==> src/rtl/esmd_pkg.sv <==
// Shared types, constants and the CRC-16 step for the escape-stuffed deframer.
// No dependencies.
`default_nettype none
package esmd_pkg;

  localparam int BUF_DEPTH = 64;
  localparam int AW = $clog2(BUF_DEPTH);
  localparam int CW = $clog2(BUF_DEPTH + 1);

  localparam logic [7:0]  ESC_BYTE      = 8'd254;
  localparam logic [7:0]  ESC_LITERAL   = 8'd0;
  localparam logic [7:0]  ESC_SEPARATOR = 8'd1;
  localparam logic [15:0] CRC_POLY      = 16'h1021;

  localparam logic REG_CRC_CHECK    = 1'b0;
  localparam logic REG_LENGTH_LIMIT = 1'b1;

  typedef enum logic {
    ST_IDLE,
    ST_EMIT
  } state_t;

  typedef struct packed {
    logic wr;
    logic wr_esc;
    logic clr;
    logic start;
    logic issue;
  } cmd_t;

  typedef struct packed {
    logic full;
    logic crc_zero;
    logic len_gt0;
    logic len_gt2;
    logic issue_ok;
    logic issue_last;
  } status_t;

  function automatic logic [15:0] crc16_update(input logic [15:0] crc, input logic [7:0] b);
    logic [15:0] c;
    c = crc ^ {b, 8'h00};
    for (int i = 0; i < 8; i++) begin
      if (c[15]) c = {c[14:0], 1'b0} ^ CRC_POLY;
      else       c = {c[14:0], 1'b0};
    end
    return c;
  endfunction

endpackage
`default_nettype wire

==> src/rtl/esmd_ctrl.sv <==
// Controller: escape decode, message open/abort/close and replay sequencing.
// Depends on esmd_pkg.
`default_nettype none
module esmd_ctrl (
  input  logic              clk,
  input  logic              rst,
  input  logic              crc_check,
  input  logic              in_valid,
  output logic              in_stall,
  input  logic [7:0]        rx_byte,
  input  esmd_pkg::status_t status,
  output esmd_pkg::cmd_t    cmd
);

  esmd_pkg::state_t state, state_next;
  logic escape_pending, escape_pending_next;
  logic in_message, in_message_next;

  always_ff @(posedge clk) begin
    if (rst) begin
      state          <= esmd_pkg::ST_IDLE;
      escape_pending <= 1'b0;
      in_message     <= 1'b0;
    end else begin
      state          <= state_next;
      escape_pending <= escape_pending_next;
      in_message     <= in_message_next;
    end
  end

  always_comb begin
    logic take;
    logic close;
    logic ok;
    state_next          = state;
    escape_pending_next = escape_pending;
    in_message_next     = in_message;
    cmd                 = '0;
    in_stall            = 1'b1;
    take                = 1'b0;
    close               = 1'b0;
    ok                  = 1'b0;
    unique case (state)
      esmd_pkg::ST_IDLE: begin
        in_stall = 1'b0;
        if (in_valid) begin
          if (escape_pending) begin
            escape_pending_next = 1'b0;
            if (rx_byte == esmd_pkg::ESC_LITERAL) begin
              take       = 1'b1;
              cmd.wr_esc = 1'b1;
            end else if (rx_byte == esmd_pkg::ESC_SEPARATOR) begin
              close = 1'b1;
            end else begin
              in_message_next = 1'b0;
              cmd.clr         = 1'b1;
            end
          end else if (rx_byte == esmd_pkg::ESC_BYTE) begin
            escape_pending_next = 1'b1;
          end else begin
            take = 1'b1;
          end
          if (take && in_message) begin
            if (status.full) begin
              in_message_next = 1'b0;
              cmd.clr         = 1'b1;
            end else begin
              cmd.wr = 1'b1;
            end
          end
          if (close) begin
            ok = in_message && (crc_check ? (status.len_gt2 && status.crc_zero)
                                          : status.len_gt0);
            in_message_next = 1'b1;
            cmd.clr         = 1'b1;
            if (ok) begin
              cmd.start  = 1'b1;
              state_next = esmd_pkg::ST_EMIT;
            end
          end
        end
      end
      esmd_pkg::ST_EMIT: begin
        cmd.issue = status.issue_ok;
        if (status.issue_ok && status.issue_last) state_next = esmd_pkg::ST_IDLE;
      end
      default: state_next = esmd_pkg::ST_IDLE;
    endcase
  end

endmodule
`default_nettype wire

==> src/rtl/esmd_datapath.sv <==
// Datapath: message store, byte count, running CRC, replay read and output register.
// Depends on esmd_pkg.
`default_nettype none
module esmd_datapath (
  input  logic              clk,
  input  logic              rst,
  input  logic              crc_check,
  input  logic [6:0]        length_limit,
  input  logic [7:0]        rx_byte,
  input  esmd_pkg::cmd_t    cmd,
  output esmd_pkg::status_t status,
  output logic              out_valid,
  input  logic              out_stall,
  output logic [7:0]        payload_byte,
  output logic              end_of_message
);

  logic [7:0]              store [esmd_pkg::BUF_DEPTH];
  logic [esmd_pkg::CW-1:0] stored_count;
  logic [15:0]             running_crc;
  logic [esmd_pkg::CW-1:0] emit_len;
  logic [esmd_pkg::CW-1:0] rd_cnt;
  logic [7:0]              rd_data;
  logic                    rd_last;
  logic                    rd_valid;
  logic [esmd_pkg::CW-1:0] lim;
  logic [7:0]              wr_byte;
  logic                    last_hit;
  logic                    move;

  assign lim = (length_limit > 7'(esmd_pkg::BUF_DEPTH)) ? esmd_pkg::CW'(esmd_pkg::BUF_DEPTH)
                                                        : length_limit[esmd_pkg::CW-1:0];
  assign wr_byte  = cmd.wr_esc ? esmd_pkg::ESC_BYTE : rx_byte;
  assign last_hit = (rd_cnt + esmd_pkg::CW'(1)) == emit_len;
  assign move     = rd_valid && (!out_valid || !out_stall);

  assign status.full       = stored_count >= lim;
  assign status.crc_zero   = running_crc == 16'h0000;
  assign status.len_gt0    = stored_count != '0;
  assign status.len_gt2    = stored_count > esmd_pkg::CW'(2);
  assign status.issue_ok   = !rd_valid || move;
  assign status.issue_last = last_hit;

  always_ff @(posedge clk) begin
    if (cmd.wr) store[stored_count[esmd_pkg::AW-1:0]] <= wr_byte;
    if (cmd.issue) begin
      rd_data <= store[rd_cnt[esmd_pkg::AW-1:0]];
      rd_last <= last_hit;
    end
  end

  always_ff @(posedge clk) begin
    if (rst) begin
      stored_count <= '0;
      running_crc  <= '0;
    end else if (cmd.clr) begin
      stored_count <= '0;
      running_crc  <= '0;
    end else if (cmd.wr) begin
      stored_count <= stored_count + esmd_pkg::CW'(1);
      running_crc  <= esmd_pkg::crc16_update(running_crc, wr_byte);
    end
  end

  always_ff @(posedge clk) begin
    if (cmd.start) begin
      emit_len <= crc_check ? stored_count - esmd_pkg::CW'(2) : stored_count;
      rd_cnt   <= '0;
    end else if (cmd.issue) begin
      rd_cnt <= rd_cnt + esmd_pkg::CW'(1);
    end
  end

  always_ff @(posedge clk) begin
    if (rst) begin
      rd_valid  <= 1'b0;
      out_valid <= 1'b0;
    end else begin
      if (cmd.issue)  rd_valid <= 1'b1;
      else if (move)  rd_valid <= 1'b0;
      if (move)            out_valid <= 1'b1;
      else if (!out_stall) out_valid <= 1'b0;
    end
  end

  always_ff @(posedge clk) begin
    if (move) begin
      payload_byte   <= rd_data;
      end_of_message <= rd_last;
    end
  end

endmodule
`default_nettype wire

==> src/rtl/escape_stuffed_message_deframer.sv <==
// Escape-stuffed message deframer with CRC-16 check: top level and APB registers.
// Depends on esmd_pkg, esmd_ctrl, esmd_datapath.
//
// Takes one link byte per cycle while no message is being replayed. A separator
// that closes an accepted message holds in_stall high while its payload bytes
// are read back from the store through its single read port, one byte per cycle
// unless out_stall holds the output, through a read register and an output
// register; the next byte is taken as soon as the last read is issued.
// Registers: crc_check at 0x0 (reset 1), length_limit at 0x4 (reset 64).
`default_nettype none
module escape_stuffed_message_deframer (
  input  logic        clk,
  input  logic        rst,
  input  logic        psel,
  input  logic        penable,
  input  logic        pwrite,
  input  logic [2:0]  paddr,
  input  logic [31:0] pwdata,
  output logic [31:0] prdata,
  output logic        pready,
  input  logic        in_valid,
  output logic        in_stall,
  input  logic [7:0]  rx_byte,
  output logic        out_valid,
  input  logic        out_stall,
  output logic [7:0]  payload_byte,
  output logic        end_of_message
);

  logic              crc_check;
  logic [6:0]        length_limit;
  esmd_pkg::cmd_t    cmd;
  esmd_pkg::status_t status;

  assign pready = 1'b1;

  always_ff @(posedge clk) begin
    if (rst) begin
      crc_check    <= 1'b1;
      length_limit <= 7'd64;
    end else if (psel && penable && pwrite) begin
      unique case (paddr[2])
        esmd_pkg::REG_CRC_CHECK:    crc_check    <= pwdata[0];
        esmd_pkg::REG_LENGTH_LIMIT: length_limit <= pwdata[6:0];
        default: ;
      endcase
    end
  end

  always_comb begin
    unique case (paddr[2])
      esmd_pkg::REG_CRC_CHECK:    prdata = {31'd0, crc_check};
      esmd_pkg::REG_LENGTH_LIMIT: prdata = {25'd0, length_limit};
      default:                    prdata = '0;
    endcase
  end

  esmd_ctrl u_ctrl (
    .clk       (clk),
    .rst       (rst),
    .crc_check (crc_check),
    .in_valid  (in_valid),
    .in_stall  (in_stall),
    .rx_byte   (rx_byte),
    .status    (status),
    .cmd       (cmd)
  );

  esmd_datapath u_datapath (
    .clk            (clk),
    .rst            (rst),
    .crc_check      (crc_check),
    .length_limit   (length_limit),
    .rx_byte        (rx_byte),
    .cmd            (cmd),
    .status         (status),
    .out_valid      (out_valid),
    .out_stall      (out_stall),
    .payload_byte   (payload_byte),
    .end_of_message (end_of_message)
  );

endmodule
`default_nettype wire

==> config.mk <==
export PLATFORM = sky130hd
export DESIGN_NAME = escape_stuffed_message_deframer
export DESIGN_NICKNAME = d
export VERILOG_FILES = /design/src/rtl/esmd_pkg.sv /design/src/rtl/esmd_ctrl.sv /design/src/rtl/esmd_datapath.sv /design/src/rtl/escape_stuffed_message_deframer.sv
export SDC_FILE = /design/constraint.sdc
export NUM_CORES = 1
export LEC_CHECK = 0
export BUFFER_PORTS_ARGS = -buffer_cell sky130_fd_sc_hd__clkbuf_2
export CORE_MARGIN = 4
export CORE_UTILIZATION = 45
export DETAILED_ROUTE_END_ITERATION = 8
export GPL_TIMING_DRIVEN = 1
export HOLD_SLACK_MARGIN = 0.02
export PLACE_DENSITY = 0.59
export SKIP_LAST_GASP = 1
export SLEW_MARGIN = 0
export SYNTH_ARGS = -nofsm -noshare
export SYNTH_HDL_FRONTEND = slang
export SYNTH_HIERARCHICAL = 1
export SYNTH_SLANG_ARGS = --single-unit
export TNS_END_PERCENT = 5
==> constraint.sdc <==
create_clock -name clk -period 11.93 [get_ports clk]
set_clock_uncertainty 0.2 [all_clocks]
set_input_delay 2.386 -clock clk [delete_from_list [all_inputs] [get_ports clk]]
set_output_delay 2.386 -clock clk [all_outputs]
set_load 0.01 [all_outputs]
==> metrics <==
hold_buf cts=0; fin area=26030 sq um; CP Cell Sequence=clkbuf_2, mux2_2, clkbuf_2; Cell Area, Placed=24270 sq um; CTS tree=built; Worst-Skew Late Latency=0.61 ns; placed cells=1939; xor/xnor share of the synthesized area=0.02420; Slowest-stage cell, CP=mux2_2; critical path's top delay family=multiplexers; fin. max-slew vios=0; crit path buf inv count=2; grt ovf=0; Worst Path Required=around 9.3 ns; sequential fraction of the synthesis area=0.7205; via-per-instance ratio=~5.6; Non-Filler Instances=2044; slack of the critical path=6.295 ns; die area=56120 sq um; DRT antenna net count=0; Worst slew margin=0.1967; Die Span X=around 240 um; Pre-antenna DRT Iters=5; wire per inst=25.32 um; Async SR Flop Fraction=0; EDFF count, synth=537; largest family of logic cells by synthesized area=multiplexers; Final Cycle Share=0.4723; row count=83; Starting Density=0.4568; crit-path most repeated cell=clkbuf_2; Via Count=11510; RSZ-0062 raised after global routing=false; Initial DRC Count=931; simple-gate share of the synthesized area=0.05307; Synth Cell Area=between 20000 and 25000 sq um; vias in the first global route=approximately 12000; number of synthesized register bits=580; # clock sinks=580; top cell type's share of synthesized area=0.6840; H-tree levels=2; main area contributors after synthesis=edfxtp_1 (68%), mux4_2 (12%), dfxtp_1 (3.7%), nor2_1 (1.9%), o22ai_1 (1.2%); Achievable Freq=177.5 MHz; Area growth syn-to-layout=10.42%; Peak VDD IR=0.1160 mV; Detailed Place HPWL=31100 um; core area=51610 sq um; nets=1385; # DRC=0; initial antenna violation count=0; element type at the critical path end=output pin; Worst-path clk slew=0.06 ns; P_leak=8.057 nW; Synth area leader=edfxtp_1; maxcap violations=0; # resized after CTS=0; first-pass GRT wire length=roughly 77000 um; Avg Cell Area, Syn=18.58 sq um; Post CTS Setup Buffer Count=0; Post-Synthesis Cells=about 1300; Worst setup SP type=input pin; most frequent cells after synthesis=edfxtp_1 (537), mux4_2 (128), nor2_1 (117), o22ai_1 (46), dfxtp_1 (43); GRT Util Overall=0.1849; Crit Path Max Fanout=9; fin util=0.5044; setup violators final=0; Final Hold Vio Count=0; max incr delay on CP=approximately 0.35 ns; PwrDens=~150 nW/um^2; Routed Wire Length=roughly 52000 um; Netlist cell types=58; main flop type after synthesis=edfxtp_1; status=finished, final reports clean; Antenna Cells=0; Fin Setup TNS=0 ns; Hold WS=0.2160 ns; PortBufs=40; post-placement setup slack=6.130 ns; share of post-route cells with drive strength above 1=0.2251; Setup Crit Path Kind=in2out; Post-Synth Adder-Cell Area=0.008491; most frequent cell after synthesis=edfxtp_1; Root Buffer=clkbuf_16; overall power=~4.0 mW; Placer Congestion=0.7811; worst-margin pin slew=1.205 ns; compound-gate portion of the synthesized area=0.02860; io pins=94; Die Ht=between 200 and 250 um; hold crit path type=reg2reg; multiplexer share of the synthesized area=0.1380; YS warnings=6; Worst EP arrival=around 3 ns; number of buffers created by CTS=58; maximum number of pins on one net before global-route repair=117; min Tclk post-route=5.635 ns; CTS Buffer Depth=3
## logic make-up (layout without fill, tap and decap cells)
family,after synthesis,count (layout)
AND/OR/NAND/NOR,254,254
flip-flops,580,580
AO/OA/AOI/OAI,104,104
buffers and inverters,100,171
other,2,26
XOR/XNOR,49,49
multiplexers,164,164
adder cells (fa/ha/maj),16,16
## metal layers
layer  part of all wire  wire length [um]  global-route usage
met5                  0                 0                   0
met4              0.030              1561             0.05626
met3              0.055              2856             0.03704
met2               0.49             25230              0.2995
met1               0.43             22110              0.2564
## sequential cells by signal, summed over array words and instances, names as in the netlist
register / cells
u_datapath/rd_data: 8
u_datapath/store: 512
u_datapath/rd_valid: 1
u_datapath/payload_byte: 8
u_datapath/stored_count: 7
u_datapath/out_valid: 1
u_datapath/end_of_message: 1
u_ctrl/escape_pending: 1
u_ctrl/in_message: 1
crc_check: 1
length_limit: 7
u_datapath/rd_last: 1
u_datapath/emit_len: 7
u_ctrl/state: 1
u_datapath/running_crc: 16
u_datapath/rd_cnt: 7
## worst paths after layout
| path | cells after the start | start | end | slack (ns) |
|---|---|---|---|---|
| setup / recovery | 3 | paddr[2] | prdata[0] | 6.30 |
| setup reg to reg | 12 | u_datapath/stored_count[0] | u_datapath/store[40][3] | 7.34 |
| hold reg to reg | 0 | u_datapath/rd_data[5] | u_datapath/payload_byte[5] | 0.22 |
| hold / removal | 0 | u_datapath/rd_data[5] | u_datapath/payload_byte[5] | 0.22 |
## layout by cell type, fill, tap and decap left out, types with 4 or more instances in the layout
master,Yosys,final
conb_1,2,26
nand2_1,35,35
nand2b_1,23,23
a2111oi_0,4,4
xnor2_1,24,24
edfxtp_1,537,537
ha_1,16,16
o21ai_1,5,5
xor2_1,14,14
clkinv_2,0,11
o22ai_1,46,46
a21oi_1,12,12
clkbuf_16,0,59
a211oi_1,9,9
clkbuf_1,22,12
inv_1,11,8
mux4_2,128,128
nand3_1,16,16
mux2i_1,27,27
clkbuf_2,0,40
nor2_1,117,117
mux2_2,9,9
and2_2,6,6
nor2b_1,6,5
dfxtp_1,43,40
xor3_1,7,7
nor4_1,11,11
o21ai_0,10,10
or3_1,5,5
a211o_1,5,5
clkinv_1,0,12
or2_2,8,8
buf_4,38,14
or3b_2,4,4
## area by class of cell
| class | count | area, sq um |
|---|---|---|
| inverters | 11 | 41.29 |
| multi-input cells | 613 | 6056 |
| repair buffers | 55 | 325.3 |
| clock inverters | 31 | 198.9 |
| fillers | 4181 | 25580 |
| well taps | 680 | 850.8 |
| flip-flops and latches | 580 | 17000 |
| clock buffers | 74 | 1563 |
## where the power goes
part	total (mW)	switching [mW]	leakage (nW)	internal [mW]
Combinational	0.0610	0.0458	2.02	0.0152
Sequential	2.22	0.000642	5.18	2.22
Clock	1.69	0.749	0.862	0.945
Total	3.97	0.796	8.06	3.18
Power figures use the tool's default switching activity.
